`config.mk`:
```
export PLATFORM = sky130hd
export DESIGN_NAME = distance_packet_receiver
export DESIGN_NICKNAME = d
export VERILOG_FILES = /design/src/rtl/dpr_pkg.sv /design/src/rtl/dpr_cm_conv.sv /design/src/rtl/dpr_core.sv /design/src/rtl/distance_packet_receiver.sv
export SDC_FILE = /design/constraint.sdc
export NUM_CORES = 1
export LEC_CHECK = 0
export BUFFER_PORTS_ARGS = -buffer_cell sky130_fd_sc_hd__clkbuf_2
export CAP_MARGIN = 25
export CORE_MARGIN = 2
export CORE_UTILIZATION = 45
export DETAILED_ROUTE_END_ITERATION = 6
export GPL_ROUTABILITY_DRIVEN = 0
export GPL_TIMING_DRIVEN = 0
export HOLD_SLACK_MARGIN = 0.02
export RECOVER_POWER = 50
export SYNTH_ARGS = -nofsm -noshare
export SYNTH_HDL_FRONTEND = slang
export SYNTH_SLANG_ARGS = --single-unit
```
`constraint.sdc`:
```
create_clock -name i_clk -period 7.1 [get_ports i_clk]
set_input_delay 1.775 -clock i_clk [delete_from_list [all_inputs] [get_ports i_clk]]
set_output_delay 1.775 -clock i_clk [all_outputs]
set_load 0.1 [all_outputs]
```
`src/rtl/dpr_pkg.sv`:
```
// shared types and constants of the distance packet receiver
package dpr_pkg;

    localparam int unsigned PACKET_BYTES = 4;
    localparam int unsigned POS_W        = 2;
    localparam int unsigned STORE_DEPTH  = PACKET_BYTES - 1;

    localparam int unsigned HDR_W  = 8;
    localparam int unsigned DIST_W = 13;
    localparam int unsigned TICK_W = 16;
    localparam int unsigned MM_W   = 16;
    localparam int unsigned CFG_W  = 16;
    localparam int unsigned IDX_W  = 2;

    // positions of the header and checksum bytes inside a packet
    localparam logic [POS_W-1:0] POS_HEADER = '0;
    localparam logic [POS_W-1:0] POS_CHECK  = POS_W'(PACKET_BYTES - 1);

    // readings at or below this many millimetres report zero
    localparam logic [MM_W-1:0] LOW_LIMIT_MM = 16'd30;

    // divide by ten: floor(x * 52429 / 2^19) is exact for every 16-bit x
    localparam logic [MM_W-1:0] DIV10_MUL   = 16'd52429;
    localparam int unsigned     DIV10_SHIFT = 19;

    localparam logic [TICK_W-1:0] STALE_MAX = '1;

    // configuration register indexes
    localparam logic [IDX_W-1:0] CFG_HEADER  = 2'd0;
    localparam logic [IDX_W-1:0] CFG_MAX     = 2'd1;
    localparam logic [IDX_W-1:0] CFG_TIMEOUT = 2'd2;

    // configuration reset values
    localparam logic [HDR_W-1:0]  RST_HEADER  = 8'd255;
    localparam logic [DIST_W-1:0] RST_MAX     = 13'd450;
    localparam logic [TICK_W-1:0] RST_TIMEOUT = 16'd1000;

    localparam logic MODE_BYTE = 1'b0;
    localparam logic MODE_TICK = 1'b1;

    typedef struct packed {
        logic [HDR_W-1:0]  header_byte;
        logic [DIST_W-1:0] max_distance;
        logic [TICK_W-1:0] timeout_ticks;
    } t_cfg;

    // packed so that the distance sits in the lowest bits of tdata
    typedef struct packed {
        logic              checksum_error;
        logic              packet_done;
        logic              distance_good;
        logic [DIST_W-1:0] distance_cm;
    } t_result;

endpackage

```
`src/rtl/dpr_cm_conv.sv`:
```
// millimetre to centimetre conversion with low cutoff and upper clamp
module dpr_cm_conv
    import dpr_pkg::*;
(
    input  logic [MM_W-1:0]   i_mm,
    input  logic [DIST_W-1:0] i_max,
    output logic [DIST_W-1:0] o_cm
);

    logic [2*MM_W-1:0] w_prod;
    logic [DIST_W-1:0] w_div;

    assign w_prod = i_mm * DIV10_MUL;
    assign w_div  = w_prod[DIV10_SHIFT +: DIST_W];

    always_comb begin
        if (i_mm <= LOW_LIMIT_MM) begin
            o_cm = '0;
        end else if (w_div > i_max) begin
            o_cm = i_max;
        end else begin
            o_cm = w_div;
        end
    end

endmodule

```
`src/rtl/dpr_core.sv`:
```
// packet alignment, checksum, held distance and staleness state
module dpr_core
    import dpr_pkg::*;
(
    input  logic             i_clk,
    input  logic             i_rst_n,
    input  logic             i_step,
    input  logic             i_mode,
    input  logic [7:0]       i_byte,
    input  t_cfg             i_cfg,
    output t_result          o_res
);

    logic [POS_W-1:0]  r_pos,   n_pos;
    logic [7:0]        r_bytes [STORE_DEPTH];
    logic [DIST_W-1:0] r_held,  n_held;
    logic              r_good,  n_good;
    logic [TICK_W-1:0] r_stale, n_stale;

    logic [9:0]        w_sum;
    logic              w_match;
    logic [MM_W-1:0]   w_mm;
    logic [DIST_W-1:0] w_cm;
    logic              w_store;
    logic              w_done;
    logic              w_err;

    assign w_sum   = 10'(r_bytes[0]) + 10'(r_bytes[1]) + 10'(r_bytes[2]);
    assign w_match = (w_sum[7:0] == i_byte);
    assign w_mm    = {r_bytes[1], r_bytes[2]};

    dpr_cm_conv u_conv (
        .i_mm  (w_mm),
        .i_max (i_cfg.max_distance),
        .o_cm  (w_cm)
    );

    always_comb begin
        n_pos   = r_pos;
        n_held  = r_held;
        n_good  = r_good;
        n_stale = r_stale;
        w_store = 1'b0;
        w_done  = 1'b0;
        w_err   = 1'b0;
        if (i_mode == MODE_BYTE) begin
            if (r_pos == POS_HEADER && i_byte != i_cfg.header_byte) begin
                n_pos = POS_HEADER;
            end else if (r_pos != POS_CHECK) begin
                w_store = 1'b1;
                n_pos   = r_pos + 1'b1;
            end else begin
                w_done = 1'b1;
                n_pos  = POS_HEADER;
                if (w_match) begin
                    n_held  = w_cm;
                    n_good  = 1'b1;
                    n_stale = '0;
                end else begin
                    n_good = 1'b0;
                    w_err  = 1'b1;
                end
            end
        end else if (r_stale != STALE_MAX) begin
            n_stale = r_stale + 1'b1;
        end
        if (n_stale >= i_cfg.timeout_ticks) begin
            n_good = 1'b0;
        end
    end

    assign o_res.distance_cm    = n_held;
    assign o_res.distance_good  = n_good;
    assign o_res.packet_done    = w_done;
    assign o_res.checksum_error = w_err;

    always_ff @(posedge i_clk) begin
        if (!i_rst_n) begin
            r_pos   <= POS_HEADER;
            r_held  <= '0;
            r_good  <= 1'b0;
            r_stale <= '0;
        end else if (i_step) begin
            r_pos   <= n_pos;
            r_held  <= n_held;
            r_good  <= n_good;
            r_stale <= n_stale;
        end
    end

    // packet byte store, always written before it is read
    always_ff @(posedge i_clk) begin
        if (i_step && w_store) begin
            r_bytes[r_pos] <= i_byte;
        end
    end

endmodule

```
`src/rtl/distance_packet_receiver.sv`:
```
// top level of the distance packet receiver
//
// input stream: one transaction per received serial byte (tuser = 0, byte in
// tdata[7:0]) or per one-millisecond tick (tuser = 1, tdata ignored)
// output stream: exactly one transaction per input transaction, in order,
// carrying the held distance, its good mark and the packet status flags
// bytes are gathered into four-byte packets aligned on header_byte; the
// fourth byte is checked against the low byte of the sum of the first three
// path: a transaction is held in the input register, then goes through the
// state update into the result register, which drives output tvalid
// throughput: one transaction per cycle while the output is taken; the state
// update is combinational, the divide by ten one 16x16 multiply by a reciprocal
// stall: when the output is not taken the result register holds, the input
// register fills and s_axis_tready drops; nothing is lost or repeated
// reset: synchronous, active low; clears both stages, the packet position,
// held distance, good mark and stale counter, and loads the register
// defaults header 255, max distance 450 cm, timeout 1000 ticks
// configuration: i_cfg_we, i_cfg_idx; user must write only while idle; unchecked
module distance_packet_receiver
    import dpr_pkg::*;
(
    input  logic             i_clk,
    input  logic             i_rst_n,

    input  logic             s_axis_tvalid,
    output logic             s_axis_tready,
    input  logic [7:0]       s_axis_tdata,   // rx_byte[7:0]
    input  logic             s_axis_tuser,   // mode[0]

    output logic             m_axis_tvalid,
    input  logic             m_axis_tready,
    output logic [15:0]      m_axis_tdata,   // distance_cm[12:0], distance_good[13],
                                             // packet_done[14], checksum_error[15]

    input  logic             i_cfg_we,
    input  logic [IDX_W-1:0] i_cfg_idx,
    input  logic [CFG_W-1:0] i_cfg_data
);

    // configuration registers
    t_cfg r_cfg;

    always_ff @(posedge i_clk) begin
        if (!i_rst_n) begin
            r_cfg.header_byte   <= RST_HEADER;
            r_cfg.max_distance  <= RST_MAX;
            r_cfg.timeout_ticks <= RST_TIMEOUT;
        end else if (i_cfg_we) begin
            unique case (i_cfg_idx)
                CFG_HEADER:  r_cfg.header_byte   <= i_cfg_data[HDR_W-1:0];
                CFG_MAX:     r_cfg.max_distance  <= i_cfg_data[DIST_W-1:0];
                CFG_TIMEOUT: r_cfg.timeout_ticks <= i_cfg_data[TICK_W-1:0];
                default: begin
                    // unused index, write dropped
                end
            endcase
        end
    end

    // input register
    logic       r_in_valid;
    logic       r_in_mode;
    logic [7:0] r_in_byte;

    // result register
    logic       r_out_valid;
    t_result    r_out;

    t_result    w_res;
    logic       w_advance;

    // item moves into the result register when that register is free or drains
    assign w_advance     = r_in_valid && (!r_out_valid || m_axis_tready);
    assign s_axis_tready = !r_in_valid || w_advance;

    always_ff @(posedge i_clk) begin
        if (!i_rst_n) begin
            r_in_valid <= 1'b0;
        end else if (s_axis_tready) begin
            r_in_valid <= s_axis_tvalid;
        end
    end

    always_ff @(posedge i_clk) begin
        if (s_axis_tready && s_axis_tvalid) begin
            r_in_mode <= s_axis_tuser;
            r_in_byte <= s_axis_tdata;
        end
    end

    dpr_core u_core (
        .i_clk   (i_clk),
        .i_rst_n (i_rst_n),
        .i_step  (w_advance),
        .i_mode  (r_in_mode),
        .i_byte  (r_in_byte),
        .i_cfg   (r_cfg),
        .o_res   (w_res)
    );

    always_ff @(posedge i_clk) begin
        if (!i_rst_n) begin
            r_out_valid <= 1'b0;
        end else if (!r_out_valid || m_axis_tready) begin
            r_out_valid <= r_in_valid;
        end
    end

    always_ff @(posedge i_clk) begin
        if (w_advance) begin
            r_out <= w_res;
        end
    end

    assign m_axis_tvalid = r_out_valid;
    assign m_axis_tdata  = r_out;

endmodule

```
# == Word-level counts from Yosys, hierarchy flattened ==
# Memory sizes are Yosys's and may differ from the RTL's.
# Cells that the tools add are included.
# totals
out_inout_bits,18
memories,1
elab_cells,72
reg_bits,96
mem_bits_rw,24
# mem_list
name,depth,word_bits,read_ports,rd_ports_with_merged_regs,write_ports,line,rtl
u_core.r_bytes,3,8,3,0,1,dpr_core.sv:15,logic [7:0] r_bytes [STORE_DEPTH];
# classes
magnitude_cmp,3
mul,1
n_reduce_logical,16
n_eq_ne,6
addsub,4
muxes,25
bitwise,1
# op_table
operator,n
16-bit 2-to-1 mux,5
13-bit 2-to-1 mux,6
"16-bit by 16-bit multiplier with 32-bit output, second input constant",1
"16-bit by 1-bit adder with 16-bit output, second input constant",1
8-bit adder,2
16-bit >= comparator,1
"16-bit by 5-bit less-or-equal comparator with 1-bit output, second input constant",1
"16-bit inequality test, second input constant",1
13-bit > comparator,1
1-bit 2-to-1 mux,12
8-bit equality test,1
8-bit inequality test,1
2-bit AND reduction,4
1-bit logical AND,4
2-bit logical NOT,2
2-bit 2-to-1 mux,2
3-bit OR reduction,1
"2-bit by 1-bit adder with 2-bit output, second input constant",1
"2-bit by 1-bit equality test with 1-bit output, second input constant",1
"2-bit equality test, second input constant",1
1-bit logical NOT,2
1-bit logical OR,2
"2-bit inequality test, second input constant",1
2-bit OR reduction,1
1-bit NOT,1

# == Logic depth before layout (Yosys ltp) ==
# depth
word_depth,9
depth_mapped,33
ltp_nobuf,31

# == Cells and area by module ==
# From an unflattened synthesis, not the netlist that was laid out.
# hier_totals
cells_unflattened,1254
area_unflattened_um2,11866.4
# by_module_without_submodules
mod,seq_area_each_um2,area_per_inst_um2,cells_per_inst,n_inst
dpr_cm_conv,0.0,5720.5,669,1
dpr_core,1361.3,3813.7,402,1
distance_packet_receiver,1531.5,2332.2,183,1

# == Least setup slack after synthesis ==
# Ideal clock, no wire load.
# synth_timing
kind,register -> register
start,mem u_core.r_bytes[2][6]
end,"reg r_out, in the netlist m_axis_tdata[2], data pin"
slack_ps,-455
arrival_time_ps,7410
period_less_slack_ps,7555
required_ps,6955
path_stages_with_launch,28
path_cell_list,edfxtp_1 -> inv_1 -> ha_1 -> inv_1 -> fa_1 -> inv_1 -> fa_1 -> fa_1 -> fa_1 -> inv_1 -> fa_1 -> inv_1 -> ha_1 -> and4_1 -> o2111ai_1 -> or3_1 -> buf_2 -> a2111oi_0 -> nor2_1 -> xnor2_1 -> ha_1 -> a211o_1 -> a2111oi_2 -> nor3_1 -> o21a_1 -> or4_1 -> and4_4 -> o21ai_1
# synth_rtl
element,line,rtl
"start, declared",dpr_core.sv:15,
"end signal, assigned",distance_packet_receiver.sv:111,r_out <= w_res;
"end, declared",distance_packet_receiver.sv:67,t_result r_out;

==> results.yml <==
outcome:
  outcome: "complete, but fails checks"
  violations: "negative setup slack"
worst_setup_path:
  cp_common_cell: "fa_1"
  worstPathMaxFanout: 6
  cp-end-kind: "flip-flop"
  crit_path_start_kind: "flip-flop"
  critPathMaxStageDelay_ns: 0.52
  path_delay_family: "adder cells"
  required_ns: 7.35
  slowest_stage: "fa_1"
  worst-path-buf-inv: 8
  cp.arrival_ns: 7.97
  path_class: "flip-flop to flip-flop"
clock_network:
  cts_root_buf: "clkbuf_16"
  cts.sinks: 120
  ctsHtreeMaxLevel: 4
  hold_buffers: 0
  cts_buffers: 17
  clock_latency_ns: 0.43
  clk_pin_slew_worst_paths_ns: 0.06
  cts.path.max_buffers: 2
  cts_tree: "yes"
routing:
  totalWireLength_mm: 31.34
  num_vias: 9298
  dr.first_iter.drc_count: 446
  viasPerCell: 5.286
  drc: 0
  ant_nets: 0
  drt-pass1-iter-count: 6
  post_drt_wl_per_cell_um: 17.81
die:
  start_util: 0.4552
  core_sq_um: 24960
  ios: 50
  dieArea_sq_um: 26540
  die_h_um: 162.9
  die_w_um: 162.9
  rows: 58
yosys:
  syn_nets: 1545
  synthArstFlopShare: 0
  ys_ff_latch: 120
  yosys.area.top_type: "ha_1"
  yosys_most_used_dff: "dfxtp_1"
  synth_area_leaders: "ha_1, fa_1, edfxtp_1, dfxtp_1, inv_1"
  synth-seq-area-share: 0.2546
  ys_types: 64
  synth_edf_count: 49
  yosysWarnings: 0
  synth_top_area_share: 0.1960
  synth_area_sq_um: 11360
  synthCells: 1247
  syn_avg_cell_area_sq_um: 9.113
sta:
  worst_pin_slew_ns: 1.179
  rsz0062_at_grt: "yes"
  period_minus_slack_ns: 7.719
  max-slew-margin-rel: 0.2177
  slew_violations: 0
  finalHoldViolCount: 0
  clock_skew_ns: 0.01046
  min_period_over_period: 1.087
  timing.fmax_mhz: 129.5
  setup_viol: 26
  setup_slack_ns: -0.6191
final_layout:
  area.sequential_sq_um: 2893
  fill_cells: 2268
  fin_util: 0.5616
  fin_cells: 1759
  syn2layout_area_growth_pct: 23.38
  final_common_cell: "inv_1"
  final_nets: 1714
  multi_input_area_sq_um: 8071
  drive_gt1_frac: 0.2008
  design_area_sq_um: 14020
  final_cell_mix: "inv_1, ha_1, nand2_1"
  antenna_cells: 0
pwr:
  total_power_mw: 1.746
  power_leakage_nw: 6.531
  p_per_area_nw_per_um2: 124.5
  ir_drop_uv: 154.6
placed_design:
  place_ws_ns: -1.526
  port_buffers: 48
  dpl.hpwl_mm: 23.94
  dp.cells: 1625
  placed_area_sq_um: 12100
run:
  maxCapViolations: 0
global_route:
  grt-ovfl-total: 0
  grt_pass1_wl_mm: 49.24
  grt_max_degree: 26
  grt_pass1_vias: 9371
  grt_usage: 0.2422
  antenna_found_initial: 0
worst_hold_path:
  hp-class: "flip-flop to flip-flop"
==> tightest hold or removal path, cell delays in order (launching register included) <==
cell,delay (ns)
dfxtp_1,0.31
nand2_1,0.05
a21oi_1,0.05
==> through the flow <==
stage | hold slack, ns | setup TNS [ns]
finish | 0.4575 | -11.73
global route | 0.4771 | -17.47
CTS | 0.4591 | -11.89
detailed placement | 0.4503 | -28.08
global placement | 0.4445 | -26.38
floorplan | 0.4363 | 0
==> power breakdown <==
group	internal, mW	switching (mW)
combinational	0.0535	0.0973
clock	0.488	0.352
sequential	0.737	0.0189
total	1.28	0.468
==> synthesized netlist by cell type, types with 4 or more instances <==
cell       number
and3_1         11
edfxtp_1       49
fa_1           88
o21ai_1        25
o21ai_0        34
xnor2_1        24
clkbuf_1       25
nand4_1        14
a21oi_1        60
a211oi_1        6
nor2_1         42
and2_1          8
nor2b_1         6
mux2i_1        10
xor2_1         15
ha_1          178
nor4_1          8
o21a_1         12
o21ba_1         4
a31oi_1        11
o22ai_1        10
or3_1          13
nand3b_1        6
a21o_1         17
inv_1         231
dfxtp_1        71
nor3_1         17
buf_2           6
o2111ai_1       6
o211ai_1       15
nand2b_1        7
nand3_1        40
nand2_1       132
==> cell type report <==
type / count / share of cell area
Inverter: 232 / 0.06212
Tap cell: 330 / 0.02945
Sequential cell: 120 / 0.2063
Clock inverter: 15 / 0.01026
Timing Repair Buffer: 151 / 0.07577
Multi-Input combinational cell: 864 / 0.5757
Clock buffer: 17 / 0.03034
Buffer: 30 / 0.009996
==> registers in the layout, indices dropped and copies added (netlist names) <==
| register | flops |
|---|---|
| u_core.r_bytes | 24 |
| u_core.r_stale | 16 |
| u_core.r_held | 13 |
| r_in_byte | 8 |
| u_core.r_pos | 2 |
| u_core.r_good | 1 |
| r_in_valid | 1 |
| m_axis_tvalid | 1 |
| r_in_mode | 1 |
| m_axis_tdata | 16 |
| r_cfg | 37 |
==> what timing repair did <==
item,in CTS,in global routing
resized for setup,72,54
cloned,1,0
pin swaps,50,53
setup buffers,68,34
hold endpoints to repair,0,0
setup endpoints to repair,26,26
==> worst paths after layout <==
check	startpoint	end	slack [ns]	depth (start not counted)
worst min-delay path	r_cfg[11]	r_cfg[11]	0.46	2
worst max-delay path	u_core.r_bytes[2][4]	m_axis_tdata[1]	-0.62	29
worst min register to register	r_cfg[11]	r_cfg[11]	0.46	2
worst max register to register	u_core.r_bytes[2][4]	m_axis_tdata[1]	-0.62	29
==> metal layers <==
metal / global-route usage / wire length, um
met1: 0.3070 / 13770
met4: 0.07924 / 720
met3: 0.03947 / 1163
met2: 0.4210 / 15690
met5: 0 / 0
==> cells by family after synthesis <==
| logic type | Yosys count | share of synthesized area |
|---|---|---|
| DFF | 120 | 0.2546 |
| and+or+nand+nor | 320 | 0.1351 |
| AOI/OAI and AO/OA | 228 | 0.1319 |
| xor gates and xnor gates | 39 | 0.03006 |
| buffers and inverters | 263 | 0.08754 |
| adders and majority gates | 266 | 0.3510 |
| muxes | 11 | 0.009800 |
Power figures use the tool's default switching activity.
